**config.mk**
```make
export PLATFORM = sky130hd
export DESIGN_NAME = vtam_enc
export DESIGN_NICKNAME = d
export VERILOG_FILES = /design/src/rtl/core/vtam_pkg.sv /design/src/rtl/core/vtam_enc.sv
export SDC_FILE = /design/constraint.sdc
export NUM_CORES = 1
export LEC_CHECK = 0
export BUFFER_PORTS_ARGS = -buffer_cell sky130_fd_sc_hd__buf_2
export CORE_MARGIN = 1
export CORE_UTILIZATION = 25
export DETAILED_ROUTE_END_ITERATION = 7
export PLACE_DENSITY = 0.85
export SYNTH_ARGS = -nofsm -noshare
export SYNTH_HDL_FRONTEND = slang
export SYNTH_SLANG_ARGS = --single-unit
export TNS_END_PERCENT = 20
```
**constraint.sdc**
```tcl
create_clock -name vclk -period 2.1
set_clock_uncertainty 0.1 [all_clocks]
set_input_delay 0.315 -clock vclk [all_inputs]
set_output_delay 0.315 -clock vclk [all_outputs]
set_load 0.01 [all_outputs]
```
**src/rtl/core/vtam_pkg.sv**
```systemverilog
// shared types, codes and constants for the vertex table adjacency matrix unit
`default_nettype none
package vtam_pkg;

  localparam int VTAM_MAX_VERTICES = 64;
  localparam int KEY_W   = 32;
  localparam int OP_W    = 3;
  localparam int STAT_W  = 2;
  localparam int INDEX_W = 6;

  localparam logic [OP_W-1:0] OP_ADD    = 3'd0;
  localparam logic [OP_W-1:0] OP_FIND   = 3'd1;
  localparam logic [OP_W-1:0] OP_LINK   = 3'd2;
  localparam logic [OP_W-1:0] OP_UNLINK = 3'd3;
  localparam logic [OP_W-1:0] OP_REMOVE = 3'd4;

  localparam logic [STAT_W-1:0] ST_DONE    = 2'd0;
  localparam logic [STAT_W-1:0] ST_MISSING = 2'd1;
  localparam logic [STAT_W-1:0] ST_PRESENT = 2'd2;
  localparam logic [STAT_W-1:0] ST_FULL    = 2'd3;

  typedef struct packed {
    logic [OP_W-1:0]         op;
    logic signed [KEY_W-1:0] key_a;
    logic signed [KEY_W-1:0] key_b;
  } vtam_req_t;

  typedef struct packed {
    logic [STAT_W-1:0]  status;
    logic [INDEX_W-1:0] index;
  } vtam_rsp_t;

  // qualified update command broadcast to every cell
  typedef struct packed {
    logic             add;
    logic             link;
    logic             unlink;
    logic             remove;
    logic [KEY_W-1:0] key;
  } vtam_ctl_t;

endpackage
`default_nettype wire

```
**src/rtl/core/vtam_enc.sv**
```systemverilog
// match vector to position: keys are distinct so at most one flag is set
`default_nettype none
module vtam_enc #(
  parameter int N = vtam_pkg::VTAM_MAX_VERTICES
) (
  input  wire logic [N-1:0]         hit,
  output logic                      found,
  output logic [$clog2(N)-1:0]      pos
);

  localparam int PW = $clog2(N);

  always_comb begin
    pos = '0;
    for (int i = 0; i < N; i++) begin
      pos = pos | (hit[i] ? PW'(i) : '0);
    end
  end

  assign found = |hit;

endmodule
`default_nettype wire

```
* Yosys cells after proc, flatten, opt, wreduce, memory -nomap -nowiden
Cells that the tools add are included.
** Storage, ports and cells
- Output and inout bits :: 7
- Flip-flop bits (word level) :: 0
- Bits of input ports :: 64
** Cells by class
- Mux-type cells :: 63
- Reductions and logical operators :: 1
- Bitwise logic cells :: 62
** Operators by type and width (count)
- 6-bit 2-to-1 mux :: 32
- 6-bit OR :: 31
- 5-bit 2-to-1 mux :: 16
- 5-bit OR :: 15
- 64-bit OR reduction :: 1
- 4-bit 2-to-1 mux :: 8
- 4-bit OR :: 7
- 3-bit 2-to-1 mux :: 4
- 3-bit OR :: 3
- 5-bit by 6-bit OR with 6-bit output :: 1
- 4-bit by 5-bit OR with 5-bit output :: 1
- 2-bit 2-to-1 mux :: 2
- 3-bit by 4-bit OR with 4-bit output :: 1
- 2-bit by 3-bit OR with 3-bit output :: 1
- 1-bit by 2-bit OR with 2-bit output :: 1
- 2-bit OR :: 1
- 1-bit 2-to-1 mux :: 1

* Logic depth before layout (Yosys ltp)
- Depth in word-level cells :: 63
- Depth in mapped cells :: 4
- Mapped depth without buffers :: 4

* Worst setup path before layout
No wires, ideal clock.
- Path type :: input port to output port
- Start point :: input port hit[30]
- End point :: output port pos[1]
- Arrival :: 1548 ps
- Cell stages on the path :: 3
- Setup slack :: 137 ps
- Required time :: 1685 ps
- Buffers on the path :: 0
- Cell sequence :: or4_4 or3_1 or3_1
** Between the ends
- Word-level cells in the longest chain between the ends :: 35
** RTL lines
- from (decl) :: line vtam_enc.sv:6 : input wire logic [N-1:0] hit,
- 5-bit 2-to-1 mux :: line vtam_enc.sv:16 : pos = pos | (hit[i] ? PW'(i) : '0);
- 5-bit OR (2 in series) :: line vtam_enc.sv:16
- 5-bit by 6-bit OR with 6-bit output :: line vtam_enc.sv:16
- 6-bit OR (31 in series) :: line vtam_enc.sv:16
- to (decl) :: line vtam_enc.sv:8 : output logic [$clog2(N)-1:0] pos
Every way passes these cells.

* Final worst setup path
- Start point :: input port hit[31]
- End point :: output port pos[1]
** Between the ends
- Word-level cells in the longest chain between the ends :: 34
** RTL lines (line)
- 5-bit 2-to-1 mux :: vtam_enc.sv:16
- 5-bit OR :: vtam_enc.sv:16
- 5-bit by 6-bit OR with 6-bit output :: vtam_enc.sv:16
- 6-bit OR (31 in series) :: vtam_enc.sv:16
Every way passes these cells.

==> impl_results.md <==
* Status: complete, but fails checks
* Failing checks: negative setup slack
* Ports at 71
* DR WL/cell at 12.9 um
* Post-place setup slack at -118 ps
* # Max-Cap Violations at 0
* Area delta synth->final at 168%
* Worst Slack Setup Final at -46.1 ps
* 1st-pass router iterations at 4
* Pins over their slew limit at 0
* Setup_tns at -46.1 ps
* VDD IR max at 0.0929 mV
* Row count at 12
* RSZ-0062 raised after global routing: true
* First-pass GRT wire length at 2820 um
* F_max at 466 MHz
* Dominant cell by count in the synthesized netlist: nor4_1
* CORE AREA at 0.00116 mm2
* CLK BUF at 0
* Power, Total at 0.000110 W
* Die ar. at 0.00144 mm2
* Power Dens Cells at 127 mW/mm2
* Flip-flop and latch count at 0
* NumNets Final at 204
* Worst EP arrival at 1730 ps
* Worst Hold Class: input port to output port
* Internal Power at 0.0000617 W
* Area share of the largest cell type after synthesis at 44.4%
* Seq pwr share at 0%
* Tmin final at 2150 ps
* Synth cell types at 10
* Antenna Nets Post-Route at 0
* Worst Max-Slew Pin Slew at 420 ps
* Combinational fraction of design power at 100.0%
* Iter 0 DRT Violations at 17
* DIE HEIGHT at 38.0 um
* Crit-path max cell delay at 520 ps
* Final setup vio count at 1
* Die span in x at 38.0 um
* Tcrit/Tclk final at 102%
* Mean Syn Cell Area at 5.89 um2
* Synth Warn # at 0
* Syn Inst Count at 55
* Max_slew headroom at 71.7%
* Initial antenna violation count at 0
* Switching Share at 44.2%
* Number of vias per cell at 5.52
* Hold Vio Cnt, Final at 0
* IO Port Bufs at 71
* Largest area contributor in the netlist: nor4_1
* Cell family with most CP delay: simple AND/OR/NAND/NOR gates
* Share of layout cells above drive strength 1 at 68.1%
* All-Layer GR Usage at 26.3%
* Vias in the first global route at 721
* Hold_ws at 797 ps
* Synthesized Nets at 119
* Leak pwr at 0.374 nW
* Post-Syn Area at 324 um2
* Clock share of power at 0%
* Top cells by count, synth: nor4_1 (23), nand2_1 (7), nand4_1 (7)
* Kind of start point of the critical path: input port
* Worst Path Buf+Inv at 2
* Inserted Diodes at 0
* DR vias at 839
* DRC Markers at 0
* Nature of the critical path endpoint: output port
* Cell at the slowest stage of the critical path: or4_4
* Largest net degree at the start of global routing at 4
* Storage cell area at 0 um2
* CP required at 1680 ps
* GPL Wtd Cong at 0.921
* Worst-path fanout max at 3
* Starting density of the core at 28.0%
* Drt total wl at 1960 um
* Sequential share of the synthesized area at 0%
* Area contributors post-synth: nor4_1 (44%), nand4_1 (14%), nand2_1 (8.1%)
* Crit-path cells: buf_2 -> or4_4 -> or3_1 -> or3_1 -> buf_2
* WS Path Type: input port to output port
* Sw Pwr at 0.0000488 W
* Congestion Overflow GR at 0
[repair_timing]
item                                    in CTS  in global routing
pin swaps                                    2                  0
gates cloned                                 0                  0
buffers inserted                             0                  2
endpoints found under the setup margin       3                  6
gates resized for setup                      6                  8
endpoints found under the hold margin        0                  0
hold buffers                                 0                  0
[stage by stage]
stage                     util, %  instances  area, um2
after detailed placement     66.8        150        772
after global routing         75.1        152        868
final                        75.1        152        868
after floorplan                 -         55        324
after global placement       66.8        150        772
after CTS                    69.9        150        808
[worst min-delay path, stage by stage]
cell	delay (ps)
buf_6	70
or4_1	80
buf_2	120
[logic make-up after synthesis]
family           share of synthesized area [%]
AND/OR/NAND/NOR                            100
[placed cells by master, fill, tap and decap left out, drive strengths merged]
master	instances
or4	6
nand3	1
or3	3
nor2	4
buf	83
nand4	7
nor4	23
nand2	7
nor3	4
[metal layers]
layer	routed length [um]	up-vias	track usage, %
met4	16	0	2.68
met5	0	-	0
met1	787	374	31.9
met2	1000	45	51.7
li1	-	418	-
met3	152	2	1.16
[path summary, 6_finish.rpt]
check | start | to | cells past startpoint | slack, ps
worst min-delay path | hit[46] | pos[5] | 3 | 800
worst max-delay path | hit[31] | pos[1] | 5 | -50
[cell type report]
cell class | instances | area (um2)
fill | 92 | 288
multi-input combinational | 55 | 387
tap | 14 | 17.5
timing repair buffer | 83 | 464
[power groups by stage]
stage                     Combinational, W  Clock (W)  Sequential, W
after floorplan                  0.0000142          0              0
after global placement           0.0000956          0              0
after detailed placement         0.0000976          0              0
after CTS                         0.000103          0              0
after global routing              0.000119          0              0
final                             0.000110          0              0
Note: power is estimated with default switching activity, not from simulation.
