**src/rtl/core/vtam_pkg.sv**
```systemverilog
// shared types, codes and constants for the vertex table adjacency matrix unit
`default_nettype none
package vtam_pkg;

  localparam int VTAM_MAX_VERTICES = 64;
  localparam int KEY_W   = 32;
  localparam int OP_W    = 3;
  localparam int STAT_W  = 2;
  localparam int INDEX_W = 6;

  localparam logic [OP_W-1:0] OP_ADD    = 3'd0;
  localparam logic [OP_W-1:0] OP_FIND   = 3'd1;
  localparam logic [OP_W-1:0] OP_LINK   = 3'd2;
  localparam logic [OP_W-1:0] OP_UNLINK = 3'd3;
  localparam logic [OP_W-1:0] OP_REMOVE = 3'd4;

  localparam logic [STAT_W-1:0] ST_DONE    = 2'd0;
  localparam logic [STAT_W-1:0] ST_MISSING = 2'd1;
  localparam logic [STAT_W-1:0] ST_PRESENT = 2'd2;
  localparam logic [STAT_W-1:0] ST_FULL    = 2'd3;

  typedef struct packed {
    logic [OP_W-1:0]         op;
    logic signed [KEY_W-1:0] key_a;
    logic signed [KEY_W-1:0] key_b;
  } vtam_req_t;

  typedef struct packed {
    logic [STAT_W-1:0]  status;
    logic [INDEX_W-1:0] index;
  } vtam_rsp_t;

  // qualified update command broadcast to every cell
  typedef struct packed {
    logic             add;
    logic             link;
    logic             unlink;
    logic             remove;
    logic [KEY_W-1:0] key;
  } vtam_ctl_t;

endpackage
`default_nettype wire

```
**src/rtl/core/vtam_cell.sv**
```systemverilog
// one table cell: a key, its adjacency row, and the match flags for the current word
`default_nettype none
module vtam_cell #(
  parameter int N   = vtam_pkg::VTAM_MAX_VERTICES,
  parameter int IDX = 0
) (
  input  wire logic                      clk,
  input  wire logic                      rst,
  input  wire logic                      capture,
  input  wire logic [vtam_pkg::KEY_W-1:0] key_a,
  input  wire logic [vtam_pkg::KEY_W-1:0] key_b,
  input  wire logic [$clog2(N+1)-1:0]    count,
  input  wire vtam_pkg::vtam_ctl_t       ctl,
  input  wire logic [N-1:0]              ma_vec,
  input  wire logic [N-1:0]              mb_vec,
  input  wire logic [N-1:0]              keep,
  input  wire logic [vtam_pkg::KEY_W-1:0] nxt_key,
  input  wire logic [N-1:0]              nxt_row,
  output logic                           ma,
  output logic                           mb,
  output logic [vtam_pkg::KEY_W-1:0]     key,
  output logic [N-1:0]                   row
);

  localparam int CW = $clog2(N+1);
  localparam logic [CW-1:0] IDX_C = CW'(IDX);

  logic         live;
  logic [N-1:0] edge_set;
  logic [N-1:0] src_row;
  logic [N-1:0] row_next;

  assign live = IDX_C < count;

  // column compaction: bits below the removed position stay, the rest move down
  assign src_row  = keep[IDX] ? row : nxt_row;
  assign edge_set = (ma ? mb_vec : '0) | (mb ? ma_vec : '0);

  always_comb begin
    row_next = row;
    if (ctl.remove) begin
      row_next = (src_row & keep) | ((src_row >> 1) & ~keep);
    end else if (ctl.link) begin
      row_next = row | edge_set;
    end else if (ctl.unlink) begin
      row_next = row & ~edge_set;
    end
  end

  always_ff @(posedge clk) begin
    if (rst) begin
      ma  <= 1'b0;
      mb  <= 1'b0;
      row <= '0;
    end else begin
      if (capture) begin
        ma <= live && (key == key_a);
        mb <= live && (key == key_b);
      end
      row <= row_next;
    end
  end

  always_ff @(posedge clk) begin
    if (ctl.remove && !keep[IDX]) begin
      key <= nxt_key;
    end else if (ctl.add && (IDX_C == count)) begin
      key <= ctl.key;
    end
  end

endmodule
`default_nettype wire

```
**config.mk**
```make
export PLATFORM = sky130hd
export DESIGN_NAME = vtam_cell
export DESIGN_NICKNAME = d
export VERILOG_FILES = /design/src/rtl/core/vtam_pkg.sv /design/src/rtl/core/vtam_cell.sv
export SDC_FILE = /design/constraint.sdc
export NUM_CORES = 1
export LEC_CHECK = 0
export BUFFER_PORTS_ARGS = -buffer_cell sky130_fd_sc_hd__clkbuf_2
export CAP_MARGIN = 30
export CORE_AREA = 5 5 192 194
export CTS_CLUSTER_DIAMETER = 100
export CTS_CLUSTER_SIZE = 16
export DETAILED_ROUTE_END_ITERATION = 8
export DIE_AREA = 0 0 197 199
export GPL_ROUTABILITY_DRIVEN = 0
export MAX_ROUTING_LAYER = met4
export SETUP_SLACK_MARGIN = 0.3
export SYNTH_ARGS = -nofsm -noshare
export SYNTH_HDL_FRONTEND = slang
export SYNTH_SLANG_ARGS = --single-unit
```
**constraint.sdc**
```tcl
create_clock -name clk -period 2.3 [get_ports clk]
set_clock_uncertainty 0.05 [all_clocks]
set_input_delay 0.345 -clock clk [delete_from_list [all_inputs] [get_ports clk]]
set_output_delay 0.345 -clock clk [all_outputs]
set_load 0.02 [all_outputs]
```
### After elaboration in Yosys (flattened, before gate mapping)

Cells that the tools add are included.

| storage, ports and cells | value |
|---|---|
| logic and storage cells | 31 |
| register bits | 98 |
| output and inout bits | 98 |

| operators by class | value |
|---|---|
| bitwise gates (word level) | 8 |
| eq/ne operators | 2 |
| muxes and demuxes | 8 |
| $lt $le $gt $ge | 1 |
| reductions and logical operators | 8 |

Operators with widths:

| kind | number |
|---|---|
| 2-to-1 mux 64 bit | 6 |
| OR 64 bit | 3 |
| AND 64 bit | 2 |
| inverter 64 bit | 2 |
| AND 63 x 64 -> 64 bit | 1 |
| == test 32 bit | 2 |
| 2-to-1 mux 32 bit | 2 |
| logical NOT 7 bit | 1 |
| < comparator 1 x 7 -> 1 bit (first input constant) | 1 |
| logical AND 1 bit | 4 |
| nonzero test 3 bit | 1 |
| nonzero test 2 bit | 1 |
| logical NOT 1 bit | 1 |

### Depth between registers and ports, before layout

| depth | value |
|---|---|
| depth after elaboration | 7 |
| gate-level depth with buffers | 7 |

### Least setup slack after synthesis

No wires, ideal clock.

| timing path | value |
|---|---|
| kind | input port to flip-flop |
| start | input ctl[32] in the netlist's numbering |
| end | register key[0] in the netlist's numbering, enable pin |
| path buffers | 2 |
| setup slack | 462 ps |
| data required time | 1,873 ps |
| stages | 5 |
| arrival time | 1,412 ps |
| cells stage by stage | buf_4 > inv_2 > nor2_4 > buf_4 > a31o_2 |

| on the way | value |
|---|---|
| longest elaborated chain between the ends | 2 |

Ends and longest elaborated chain:

| element | RTL line | RTL |
|---|---|---|
| from (decl) | vtam_cell.sv:13 | `input wire vtam_pkg::vtam_ctl_t ctl,` |
| logical AND 1 bit | vtam_cell.sv:65 | `if (ctl.remove && !keep[IDX]) begin` |
| nonzero test 2 bit (no line) | - |  |
| to (signal assigned) | vtam_cell.sv:66 | `key <= nxt_key;` |
| to (signal assigned) | vtam_cell.sv:68 | `key <= ctl.key;` |
| to (decl) | vtam_cell.sv:21 | `output logic [vtam_pkg::KEY_W-1:0] key,` |

No other way between the ends.
A chain may end at the register's enable or synchronous reset.

### Worst setup path in the final report

| timing path | value |
|---|---|
| start | register key[31] in the netlist's numbering |
| end | register mb |

| on the way | value |
|---|---|
| longest elaborated chain between the ends | 2 |

Ends and longest elaborated chain:

| element | RTL line | RTL |
|---|---|---|
| == test 32 bit | vtam_cell.sv:58 | `mb <= live && (key == key_b);` |
| logical AND 1 bit | vtam_cell.sv:58 |  |
| to (signal assigned) | vtam_cell.sv:58 |  |
| to (decl) | vtam_cell.sv:20 | `output logic mb,` |

No other way between the ends.

==> impl_metrics.tcl <==
set metrics [dict create \
    status "finished, final reports clean" \
    reg2reg_depth 5 \
    nets 1538 \
    path_class "flop to flop" \
    drive_gt1_share_pct 55.81 \
    period_needed_ns 1.736 \
    cts_buffers 9 \
    root_buffer "clkbuf_16" \
    clkTransAtPathRegs_ns 0.07 \
    multi_input_area_mm2 0.004446 \
    drc 0 \
    grt_util_met2_pct 25.45 \
    rrSetupSlack_ns 0.56 \
    ys.flop_type "dfxtp_1" \
    grt-ovfl-total 0 \
    min-delay-start "keep[63]" \
    ctsHoldBuffers 0 \
    dr_total_vias 7752 \
    cp.arrival_ns 1.97 \
    ys_types 34 \
    dieArea_mm2 0.03920 \
    worst-path-stages 5 \
    fmax_mhz 575.9 \
    finalNonFillerCells 1607 \
    startpoint_type "flop" \
    grt_pass1_vias 7928 \
    grtUsageTotal_pct 15.89 \
    path_cells "xnor2_1 -> nand4_1 -> nor4_1 -> nand2_1 -> o21ai_0" \
    worst_pin_slew_ns 0.7503 \
    ios 496 \
    register_area_mm2 0.002287 \
    finalSetupViolations 0 \
    die_x_um 197 \
    crit_buf_inv 0 \
    crit_path_end_kind "flop" \
    final_util_pct 29.54 \
    crit_family "simple AND/OR/NAND/NOR gates" \
    synth_seq_cells 98 \
    worstReg2RegEnd "mb" \
    grt-busiest-layer "met2" \
    powerDensity_mw_per_mm2 499.7 \
    maxSlewViolCount 0 \
    hold_viol 0 \
    clockBufferDepth 2 \
    p_leak_nw 4.468 \
    hold_depth 3 \
    wl_per_cell_um 20.09 \
    die_h_um 199 \
    start_util_pct 20.28 \
    met3_usage_pct 3.100 \
    post_cts_buffers 0 \
    ctsResizeCount 0 \
    synth_nets 1071 \
    synth_async_sr_flop_share_pct 0 \
    grtUsageMet1_pct 20.17 \
    dp_hpwl_um 26820 \
    viasPerCell 4.824 \
    rsz0062_at_grt "false" \
    critical_path_required_ns 2.54 \
    core_area_mm2 0.03505 \
    ir_drop_mv 0.3143 \
    post-route-period-util_pct 75.49 \
    syn_area_mm2 0.007108 \
    numPortBuffers 494 \
    syn_inst 673 \
    maxSlewHeadroom_pct 49.98 \
    antenna_left 0 \
    cp_max_fo 3 \
    crit_slowest_cell "edfxtp_1" \
    synth-edff-count 32 \
    row_count 69 \
    detail_route.iter0.violations 445 \
    first_pass_iters 6 \
    crit_path_max_incr_delay_ns 0.47 \
    cts_tree "done" \
    r2r_start "key[31]" \
    htreeDepth 3 \
    fin_tns_setup_ns 0 \
    grt_max_degree 58 \
    grt_pass1_wl_um 46700 \
    total_power_mw 5.174 \
    maxCapViolCount 0 \
    min_path_type "primary input to flop" \
    avgSynthCellArea_um2 10.56 \
    wirelength_um 32280 \
    n_fill_cell 3755 \
    yosysSeqAreaShare_pct 32.11 \
    dp_cells 1590 \
    antenna_found_initial 1 \
    clkLatencyLatePin_ns 0.36 \
    cts_sinks 98 \
    synth_warnings 0 \
    area_delta_synth_final_pct 45.68 \
]
==> final cells by class <==
type                            count  area share, %
Multi-Input combinational cell    517          42.93
Timing Repair Buffer              513          26.61
Sequential cell                    98          22.09
Tap cell                          461          5.570
Clock buffer                        9          2.175
Clock inverter                      7         0.5679
Inverter                            1        0.03625
Antenna cell                        1        0.02417
==> placed cells by master (no fill, tap or decap), types with 2 or more instances in the layout <==
cell type   Yosys  final
a21oi_1         3      3
a221oi_1       62     62
a22oi_1         2      2
a311oi_1       61     61
buf_12          0     11
buf_4           6      9
clkbuf_16       0      9
clkbuf_2        0    492
clkinvlp_4      0      2
dfxtp_1        66     64
edfxtp_1       32     32
inv_6           0      4
mux2_2         33     33
mux4_1          3      3
mux4_2         58     58
nand2_1        68     68
nand4_1        16     16
nor2_1        117    117
nor2_2         11     11
nor3_1          2      2
nor4_1          5      5
o21ai_0         2      2
xnor2_1        64     64
==> cells in the mapped netlist, types with 2 or more instances <==
master	number	share of area, %
buf_2	28	2.0
a21oi_1	3	0.21
nor2_1	117	6.2
a22oi_1	2	0.21
o21ai_0	2	0.14
edfxtp_1	32	14
mux4_2	58	18
buf_6	6	0.95
xnor2_1	64	7.9
mux2_2	33	5.2
nor3_1	2	0.14
a311oi_1	61	7.5
nand2_1	68	3.6
nand4_1	16	1.4
mux4_1	3	1.1
buf_1	5	0.26
a221oi_1	62	7.6
nor2_2	11	0.97
buf_4	6	0.63
nor4_1	5	0.44
clkbuf_8	6	1.2
clkbuf_1	6	0.32
dfxtp_1	66	19
==> tightest hold or removal path, cell delays in order <==
cell	delay [ns]
clkbuf_2	0.08
nand2_1	0.05
a2111oi_0	0.08
==> kinds of logic after synthesis <==
| group | count (synthesis) | synth area share (%) |
|---|---|---|
| AND/OR/NAND/NOR | 224 | 13.43 |
| AO/OA/AOI/OAI | 134 | 16.16 |
| multiplexers | 95 | 25.07 |
| flip-flops | 98 | 32.11 |
| XOR/XNOR | 64 | 7.886 |
| buffers and inverters | 58 | 5.351 |
==> report_power, final <==
group	total, mW	internal [mW]	switching [mW]
Sequential	2.10	1.93	0.168
Clock	1.50	0.752	0.751
Combinational	1.57	0.792	0.781
==> per-layer routing <==
layer / part of all wire [%] / vias up
li1: - / 3605
met4: 2.6 / 0
met2: 48 / 378
met5: 0 / -
met1: 42 / 3724
met3: 7.0 / 45
==> how the worst max path moves through the flow <==
stage / start / endpoint / slack [ns]
floorplan: ctl[32] / key[0] / 0.46
global placement: count[4] / key[13] / 0.48
detailed placement: ctl[32] / flop / 0.48
CTS: key[31] / ma / 0.56
global route: key[31] / ma / 0.46
finish: key[31] / mb / 0.56
==> metrics by stage <==
step	setup slack [ns]	instance area (um2)	hold slack, ns
global route	0.4558	10350	0.1767
global placement	0.4830	10070	0.4177
CTS	0.5639	10350	0.1589
detailed placement	0.4765	10070	0.4287
finish	0.5637	10350	0.1932
floorplan	0.4616	7108	0.4498
No activity file was read; power rests on OpenSTA's default activity.
